File: config.mk
export PLATFORM = sky130hd
export DESIGN_NAME = masked_alpha_blend_clipped
export DESIGN_NICKNAME = d
export VERILOG_FILES = /design/src/rtl/core/mabc_pkg.sv /design/src/rtl/core/mabc_cfg.sv /design/src/rtl/core/mabc_lerp.sv /design/src/rtl/core/masked_alpha_blend_clipped.sv
export SDC_FILE = /design/constraint.sdc
export NUM_CORES = 2
export LEC_CHECK = 0
export BUFFER_PORTS_ARGS = -buffer_cell sky130_fd_sc_hd__clkbuf_2
export CAP_MARGIN = 20
export CELL_PAD_IN_SITES_DETAIL_PLACEMENT = 1
export CELL_PAD_IN_SITES_GLOBAL_PLACEMENT = 2
export CORE_MARGIN = 5
export CORE_UTILIZATION = 39
export DETAILED_ROUTE_END_ITERATION = 6
export HOLD_SLACK_MARGIN = 0.03
export MAX_ROUTING_LAYER = met4
export PLACE_DENSITY_LB_ADDON = 0.15
export SYNTH_ARGS = -nofsm -noshare
export SYNTH_HDL_FRONTEND = slang
export SYNTH_SLANG_ARGS = --single-unit
File: constraint.sdc
create_clock -name clk -period 7.8 [get_ports clk]
set_input_delay 1.17 -clock clk [delete_from_list [all_inputs] [get_ports clk]]
set_output_delay 1.17 -clock clk [all_outputs]
set_load 0.01 [all_outputs]
File: src/rtl/core/mabc_pkg.sv
package mabc_pkg;

	localparam int MAX_DIM = 8192;

	localparam logic [2:0] REG_ORIGIN_X       = 3'd0;
	localparam logic [2:0] REG_ORIGIN_Y       = 3'd1;
	localparam logic [2:0] REG_CANVAS_WIDTH   = 3'd2;
	localparam logic [2:0] REG_CANVAS_HEIGHT  = 3'd3;
	localparam logic [2:0] REG_SKIP_THRESHOLD = 3'd4;

	localparam logic [16:0] MASK_FULL     = 17'd65536;
	localparam logic [16:0] THRESHOLD_RST = 17'd65;
	localparam logic [15:0] RECIP_255     = 16'h8081;

	typedef struct packed {
		logic signed [14:0] origin_x;
		logic signed [14:0] origin_y;
		logic [13:0]        width;
		logic [13:0]        height;
		logic [16:0]        thr;
		logic [24:0]        thr255;
	} cfg_t;

	typedef struct packed {
		logic s2;
		logic s3;
		logic s4;
	} stage_en_t;

	function automatic logic [13:0] sat_dim(input logic [13:0] v);
		logic [13:0] lim;
		lim = 14'(MAX_DIM);
		return (v > lim) ? lim : v;
	endfunction

endpackage

File: src/rtl/core/mabc_cfg.sv
module mabc_cfg (
	input  logic               clk,
	input  logic               arst_n,
	input  logic               cfg_valid,
	output logic               cfg_ready,
	input  logic [2:0]         cfg_index,
	input  logic [31:0]        cfg_data,
	output mabc_pkg::cfg_t     cfg
);

	mabc_pkg::cfg_t cfg_q;
	logic           wr;

	assign cfg_ready = 1'b1;
	assign wr        = cfg_valid & cfg_ready;
	assign cfg       = cfg_q;

	always_ff @(posedge clk or negedge arst_n) begin
		if (!arst_n) begin
			cfg_q.origin_x <= '0;
			cfg_q.origin_y <= '0;
			cfg_q.width    <= '0;
			cfg_q.height   <= '0;
			cfg_q.thr      <= mabc_pkg::THRESHOLD_RST;
			cfg_q.thr255   <= 25'({8'd0, mabc_pkg::THRESHOLD_RST} * 25'd255);
		end else if (wr) begin
			case (cfg_index)
				mabc_pkg::REG_ORIGIN_X: begin
					cfg_q.origin_x <= $signed(cfg_data[14:0]);
				end
				mabc_pkg::REG_ORIGIN_Y: begin
					cfg_q.origin_y <= $signed(cfg_data[14:0]);
				end
				mabc_pkg::REG_CANVAS_WIDTH: begin
					cfg_q.width <= mabc_pkg::sat_dim(cfg_data[13:0]);
				end
				mabc_pkg::REG_CANVAS_HEIGHT: begin
					cfg_q.height <= mabc_pkg::sat_dim(cfg_data[13:0]);
				end
				mabc_pkg::REG_SKIP_THRESHOLD: begin
					cfg_q.thr    <= cfg_data[16:0];
					cfg_q.thr255 <= {cfg_data[16:0], 8'd0} - {8'd0, cfg_data[16:0]};
				end
				default: begin
				end
			endcase
		end
	end

endmodule

File: src/rtl/core/mabc_lerp.sv
module mabc_lerp (
	input  logic                  clk,
	input  mabc_pkg::stage_en_t   en,
	input  logic [23:0]           n_s1,
	input  logic [7:0]            canvas_s1,
	input  logic [7:0]            frag_s1,
	input  logic                  keep_s3,
	output logic [7:0]            res_s4
);

	logic signed [33:0] p_s2;
	logic [7:0]         c_s2;
	logic [15:0]        q_s3;
	logic signed [8:0]  diff;
	logic signed [33:0] prod;
	logic [31:0]        base;
	logic signed [33:0] num;
	logic [31:0]        recip;

	// Blend as canvas*D + N*(frag - canvas), then divide by D = 255 * 65536.
	assign diff  = $signed({1'b0, frag_s1}) - $signed({1'b0, canvas_s1});
	assign prod  = $signed({1'b0, n_s1}) * 34'(diff);
	assign base  = {({c_s2, 8'd0} - {8'd0, c_s2}), 16'd0};
	assign num   = $signed({2'b00, base}) + p_s2;
	assign recip = q_s3 * mabc_pkg::RECIP_255;

	always_ff @(posedge clk) begin
		if (en.s2) begin
			p_s2 <= prod;
			c_s2 <= canvas_s1;
		end
		if (en.s3) begin
			q_s3 <= num[31:16];
		end
		if (en.s4) begin
			res_s4 <= keep_s3 ? recip[30:23] : 8'd0;
		end
	end

endmodule

File: src/rtl/core/masked_alpha_blend_clipped.sv
// Masked alpha blend of fragment pixels into a canvas, with clipping.
// The input channel (in_valid/in_ready) carries one fragment pixel per
// transfer: its position in the fragment, its colour, a Q1.16 mask and the
// canvas colour at the mapped location. The output channel (out_valid and
// out_ready) returns one result per input in order: a write flag, the canvas
// address and the blended colour, all zero when the pixel is clipped or
// skipped. Registers are written through the cfg channel, which is always
// ready; they should only change while no pixel is in flight.
// Each input is registered in s1 and its result is driven from s4. A new
// pixel can be taken every cycle while the receiver accepts results, through
// the four-stage pipeline, whose stages hold the mask product, the address
// and blend multiplies, the blend sum and the reciprocal divide by 255
// respectively.
// When the receiver stalls, the pipeline compacts its bubbles and in_ready
// falls only once all four stages hold pixels. Reset empties the pipeline
// and restores the register defaults (zero origin and size, threshold 65).
module masked_alpha_blend_clipped (
	input  logic        clk,
	input  logic        arst_n,
	input  logic        cfg_valid,
	output logic        cfg_ready,
	input  logic [2:0]  cfg_index,
	input  logic [31:0] cfg_data,
	input  logic        in_valid,
	output logic        in_ready,
	input  logic [12:0] frag_col,
	input  logic [12:0] frag_row,
	input  logic [16:0] mask_level,
	input  logic [7:0]  frag_red,
	input  logic [7:0]  frag_green,
	input  logic [7:0]  frag_blue,
	input  logic [7:0]  frag_opacity,
	input  logic [7:0]  canvas_red,
	input  logic [7:0]  canvas_green,
	input  logic [7:0]  canvas_blue,
	input  logic [7:0]  canvas_alpha,
	output logic        out_valid,
	input  logic        out_ready,
	output logic        write_enable,
	output logic [25:0] canvas_addr,
	output logic [7:0]  out_red,
	output logic [7:0]  out_green,
	output logic [7:0]  out_blue,
	output logic [7:0]  out_alpha
);

	mabc_pkg::cfg_t      cfg;
	mabc_pkg::stage_en_t en;
	logic                en1;
	logic                v1_s1, v2_s2, v3_s3, v4_s4;

	logic signed [15:0]  cx_s1, cy_s1;
	logic                mask_skip_s1;
	logic [23:0]         n_s1;
	logic [7:0]          fr_s1, fg_s1, fb_s1, fa_s1;
	logic [7:0]          cr_s1, cg_s1, cb_s1, ca_s1;

	logic                write_s2;
	logic [26:0]         row_s2;
	logic [12:0]         cx_s2;
	logic                write_s3;
	logic [25:0]         addr_s3;
	logic [25:0]         addr_s4;
	logic                write_s4;

	logic signed [15:0]  cx_next, cy_next;
	logic [16:0]         mask_sat;
	logic [24:0]         n_full;
	logic                in_canvas;
	logic [26:0]         addr_sum;

	mabc_cfg u_cfg (
		.clk       (clk),
		.arst_n    (arst_n),
		.cfg_valid (cfg_valid),
		.cfg_ready (cfg_ready),
		.cfg_index (cfg_index),
		.cfg_data  (cfg_data),
		.cfg       (cfg)
	);

	assign en.s4    = !v4_s4 || out_ready;
	assign en.s3    = !v3_s3 || en.s4;
	assign en.s2    = !v2_s2 || en.s3;
	assign en1      = !v1_s1 || en.s2;
	assign in_ready = en1;

	assign cx_next  = $signed({3'b000, frag_col}) + 16'(cfg.origin_x);
	assign cy_next  = $signed({3'b000, frag_row}) + 16'(cfg.origin_y);
	assign mask_sat = (mask_level > mabc_pkg::MASK_FULL) ? mabc_pkg::MASK_FULL : mask_level;
	assign n_full   = mask_sat * frag_opacity;

	assign in_canvas = !cx_s1[15] && !cy_s1[15]
		&& ({1'b0, cx_s1[14:0]} < {2'b00, cfg.width})
		&& ({1'b0, cy_s1[14:0]} < {2'b00, cfg.height});
	assign addr_sum = row_s2 + {14'd0, cx_s2};

	always_ff @(posedge clk or negedge arst_n) begin
		if (!arst_n) begin
			v1_s1 <= 1'b0;
			v2_s2 <= 1'b0;
			v3_s3 <= 1'b0;
			v4_s4 <= 1'b0;
		end else begin
			if (en1) begin
				v1_s1 <= in_valid;
			end
			if (en.s2) begin
				v2_s2 <= v1_s1;
			end
			if (en.s3) begin
				v3_s3 <= v2_s2;
			end
			if (en.s4) begin
				v4_s4 <= v3_s3;
			end
		end
	end

	always_ff @(posedge clk) begin
		if (en1) begin
			cx_s1        <= cx_next;
			cy_s1        <= cy_next;
			mask_skip_s1 <= mask_sat <= cfg.thr;
			n_s1         <= n_full[23:0];
			fr_s1        <= frag_red;
			fg_s1        <= frag_green;
			fb_s1        <= frag_blue;
			fa_s1        <= frag_opacity;
			cr_s1        <= canvas_red;
			cg_s1        <= canvas_green;
			cb_s1        <= canvas_blue;
			ca_s1        <= canvas_alpha;
		end
		if (en.s2) begin
			write_s2 <= in_canvas && !mask_skip_s1 && ({1'b0, n_s1} > cfg.thr255);
			row_s2   <= cy_s1[12:0] * cfg.width;
			cx_s2    <= cx_s1[12:0];
		end
		if (en.s3) begin
			write_s3 <= write_s2;
			addr_s3  <= addr_sum[25:0];
		end
		if (en.s4) begin
			write_s4 <= write_s3;
			addr_s4  <= write_s3 ? addr_s3 : 26'd0;
		end
	end

	mabc_lerp u_lerp_red (
		.clk (clk), .en (en), .n_s1 (n_s1), .canvas_s1 (cr_s1), .frag_s1 (fr_s1),
		.keep_s3 (write_s3), .res_s4 (out_red)
	);

	mabc_lerp u_lerp_green (
		.clk (clk), .en (en), .n_s1 (n_s1), .canvas_s1 (cg_s1), .frag_s1 (fg_s1),
		.keep_s3 (write_s3), .res_s4 (out_green)
	);

	mabc_lerp u_lerp_blue (
		.clk (clk), .en (en), .n_s1 (n_s1), .canvas_s1 (cb_s1), .frag_s1 (fb_s1),
		.keep_s3 (write_s3), .res_s4 (out_blue)
	);

	mabc_lerp u_lerp_alpha (
		.clk (clk), .en (en), .n_s1 (n_s1), .canvas_s1 (ca_s1), .frag_s1 (fa_s1),
		.keep_s3 (write_s3), .res_s4 (out_alpha)
	);

	assign out_valid    = v4_s4;
	assign write_enable = write_s4;
	assign canvas_addr  = addr_s4;

	// A skipped or clipped pixel leaves every result field at zero.
	assert property (@(posedge clk) disable iff (!arst_n)
		out_valid && !write_enable |-> canvas_addr == 26'd0 && out_red == 8'd0
			&& out_green == 8'd0 && out_blue == 8'd0 && out_alpha == 8'd0)
	else $error("skipped pixel carries non-zero result");

	// Input is refused only when every stage holds a pixel and the output stalls.
	assert property (@(posedge clk) disable iff (!arst_n)
		!in_ready |-> v1_s1 && v2_s2 && v3_s3 && out_valid && !out_ready)
	else $error("pipeline refuses input while a stage is empty");

	// A written pixel always addresses the inside of the canvas.
	assert property (@(posedge clk) disable iff (!arst_n)
		out_valid && write_enable
			|-> {1'b0, canvas_addr} < (27'(cfg.width) * 27'(cfg.height)))
	else $error("write address lies outside the canvas");

endmodule

==> out/metrics.yaml <==
cts:
  tritoncts: "done"
  path_clk_slew_ns: 0.06
  h-tree-depth: 3
  numCtsBuffers: 72
  clockBufferDepth: 3
  clkSinkCount: 510
  clk_latency_ns: 0.70
  cts_root_buf: "clkbuf_16"
die:
  die_width_um: 417
  fp.coreArea_um2: 165000
  dieArea_um2: 174000
  floorplan.rows: 149
  io-pin-count: 209
  die_h_um: 417
  start_util: 0.392
detailed_routing:
  vias: 44700
  wl_per_cell_um: 20.5
  drtIter0Drc: 1797
  drc: 0
  dr.pass1.iters: 5
  drt-total-wl_um: 180000
  viasPerCell: 5.09
  final_antenna_net_count: 0
sta:
  finClkSkew_ns: 0.0531
  slew_violations: 0
  holdWs_ns: 0.448
  hold_viol: 0
  finalSetupViolations: 0
  post-route-min-period_ns: 7.43
  worst_slack_ns: 0.365
  setup_tns_ns: 0
  tightest_slew_ns: 1.09
  finalCritPeriodShare: 0.953
  timing.fmax_mhz: 135
  relSlewSlack: 0.271
worst_hold_path:
  hold_class: "flop to flop"
flow_run:
  drv_cap: 0
global_route:
  grt_usage: 0.217
  grt_pass1_wl_um: 287000
  grt_antenna_before_repair: 9
  grt_pass1_vias: 50000
  grt_max_degree: 66
  grt_overflow: 0
placement:
  gp_congestion: 0.820
  port_buffers: 192
  hpwl_um: 144000
  place_ws_ns: 0.115
logic_synthesis:
  async_reset_ff_frac: 0.202
  yosysTopAreaCellShare: 0.263
  synth-adder-area-share: 0.431
  synthSimpleGateAreaFrac: 0.164
  yosysWarnings: 0
  synth_compound_area_frac: 0.0690
  synth.distinct_cells: 81
  synth_edf_count: 407
  syn_area_per_cell_um2: 10.2
  synth_top_flop_cell: "edfxtp_1"
  synth-seq-cells: 510
  syn_area_um2: 64500
  yosys-mux-area-fraction: 0.00537
  synth_seq_area_share: 0.230
  synth_top_family_by_area: "adder cells"
  synth_area_leaders: "fa_1 (26%), edfxtp_1 (19%), ha_1 (17%), and2_1 (5.9%), inv_1 (4.9%)"
  synth_nets: 8205
  synth_cells: 6343
  synth_area_leader_cell: "fa_1"
  synth-xor-area-share: 0.0370
setup_path:
  arrival_ns: 7.86
  cp-start-kind: "flop"
  cp_slowest_cell: "or4_4"
  crit_type: "flop to flop"
  end_kind: "flop"
  cp_max_fo: 3
  crit_required_ns: 8.22
  cpMostUsedCell: "fa_1"
  slowest_delay_ns: 0.54
cells_and_area:
  final_cell_mix: "ha_1 (868), fa_1 (846), inv_1 (839)"
  synthToLayoutAreaGrowth_pct: 10.4
  final_common_cell: "ha_1"
  nNetsFinal: 8395
  layout-drive-gt1-share: 0.0873
outcome:
  status: "completed"
critical path, delay by kind of cell, from the launching register on:
kind	cells	cell delay, ns
compound gates	9	2.05
xor+xnor	1	0.13
fa+ha+maj	8	3.18
flops	1	0.37
simple gates	6	1.17
buf+inv	4	0.25
cell type report:
cell class	instances	area, um^2
sequential	510	14800
clock buffer	90	1990
antenna	5	12.5
timing repair buffer	355	2280
clock inverter	41	453
inverter	841	3160
tap	2189	2740
multi-input combinational	4753	45800
fill	18300	93400
synth_stat cells (all sizes together), types with 11 or more instances:
cell / instances
a2111oi: 13
a211oi: 34
a21boi: 18
a21o: 91
a21oi: 169
a31o: 11
a31oi: 11
and2: 613
and3: 39
clkbuf: 234
dfrtp: 94
edfxtp: 407
fa: 847
ha: 868
inv: 841
mux2: 29
nand2: 537
nand2b: 215
nand3: 68
nand4: 22
nor2: 275
nor2b: 65
nor3: 89
nor4: 16
o2111ai: 12
o211ai: 21
o21a: 25
o21ai: 209
o21bai: 21
or2: 26
or3: 29
xnor2: 195
xor2: 75
cell families after synthesis:
group                    count (synthesis)
AO/OA/AOI/OAI                          700
XOR/XNOR                               271
adder cells (fa/ha/maj)               1715
buffers and inverters                 1080
flip-flops                             510
multiplexers                            31
other                                    1
AND/OR/NAND/NOR                       2035
worst paths after layout:
kind                               start                    end  slack (ns)  depth (start not counted)
min in group asynchronous         arst_n          u_cfg.cfg[76]        0.60                          1
worst min-delay path            write_s2               write_s3        0.45                          0
worst max register to register  fg_s1[0]  u_lerp_green.p_s2[30]        0.37                         28
worst min register to register  write_s2               write_s3        0.45                          0
max in group asynchronous         arst_n          u_cfg.cfg[30]        6.01                          2
worst max-delay path            fg_s1[0]  u_lerp_green.p_s2[30]        0.37                         28
sequential cells by signal (all words and copies together) (netlist names), 24 cells and up:
register	cells
n_s1	24
canvas_addr	26
u_cfg.cfg	99
row_s2	26
addr_s3	26
layer usage:
metal / up-vias / GRT usage / wire (um)
li1: 21100 / - / -
met1: 22800 / 0.286 / 84000
met2: 597 / 0.357 / 85500
met3: 176 / 0.0278 / 6360
met4: 0 / 0.0537 / 4330
met5: - / - / 0
repair_timing:
| item | 4_1_cts | 5_1_grt |
|---|---|---|
| hold endpoints to repair | 0 | 0 |
| hold buffers | 0 | 0 |
| resized for setup | 0 | 23 |
| setup buffers | 0 | 2 |
| endpoints found under the setup margin | 0 | 19 |
metrics by stage:
step                      utilization  cell area, um^2  cells
after CTS                       0.432            71000   8773
after global routing            0.432            71200   8780
after floorplan                     -            64500   6343
after detailed placement        0.417            68600   8642
final                           0.433            71200   8784
after global placement          0.417            68600   8642
Power is left out: the tool's default activity adds up to more than one toggle a clock period on the data nets, which glitch-free logic cannot reach.
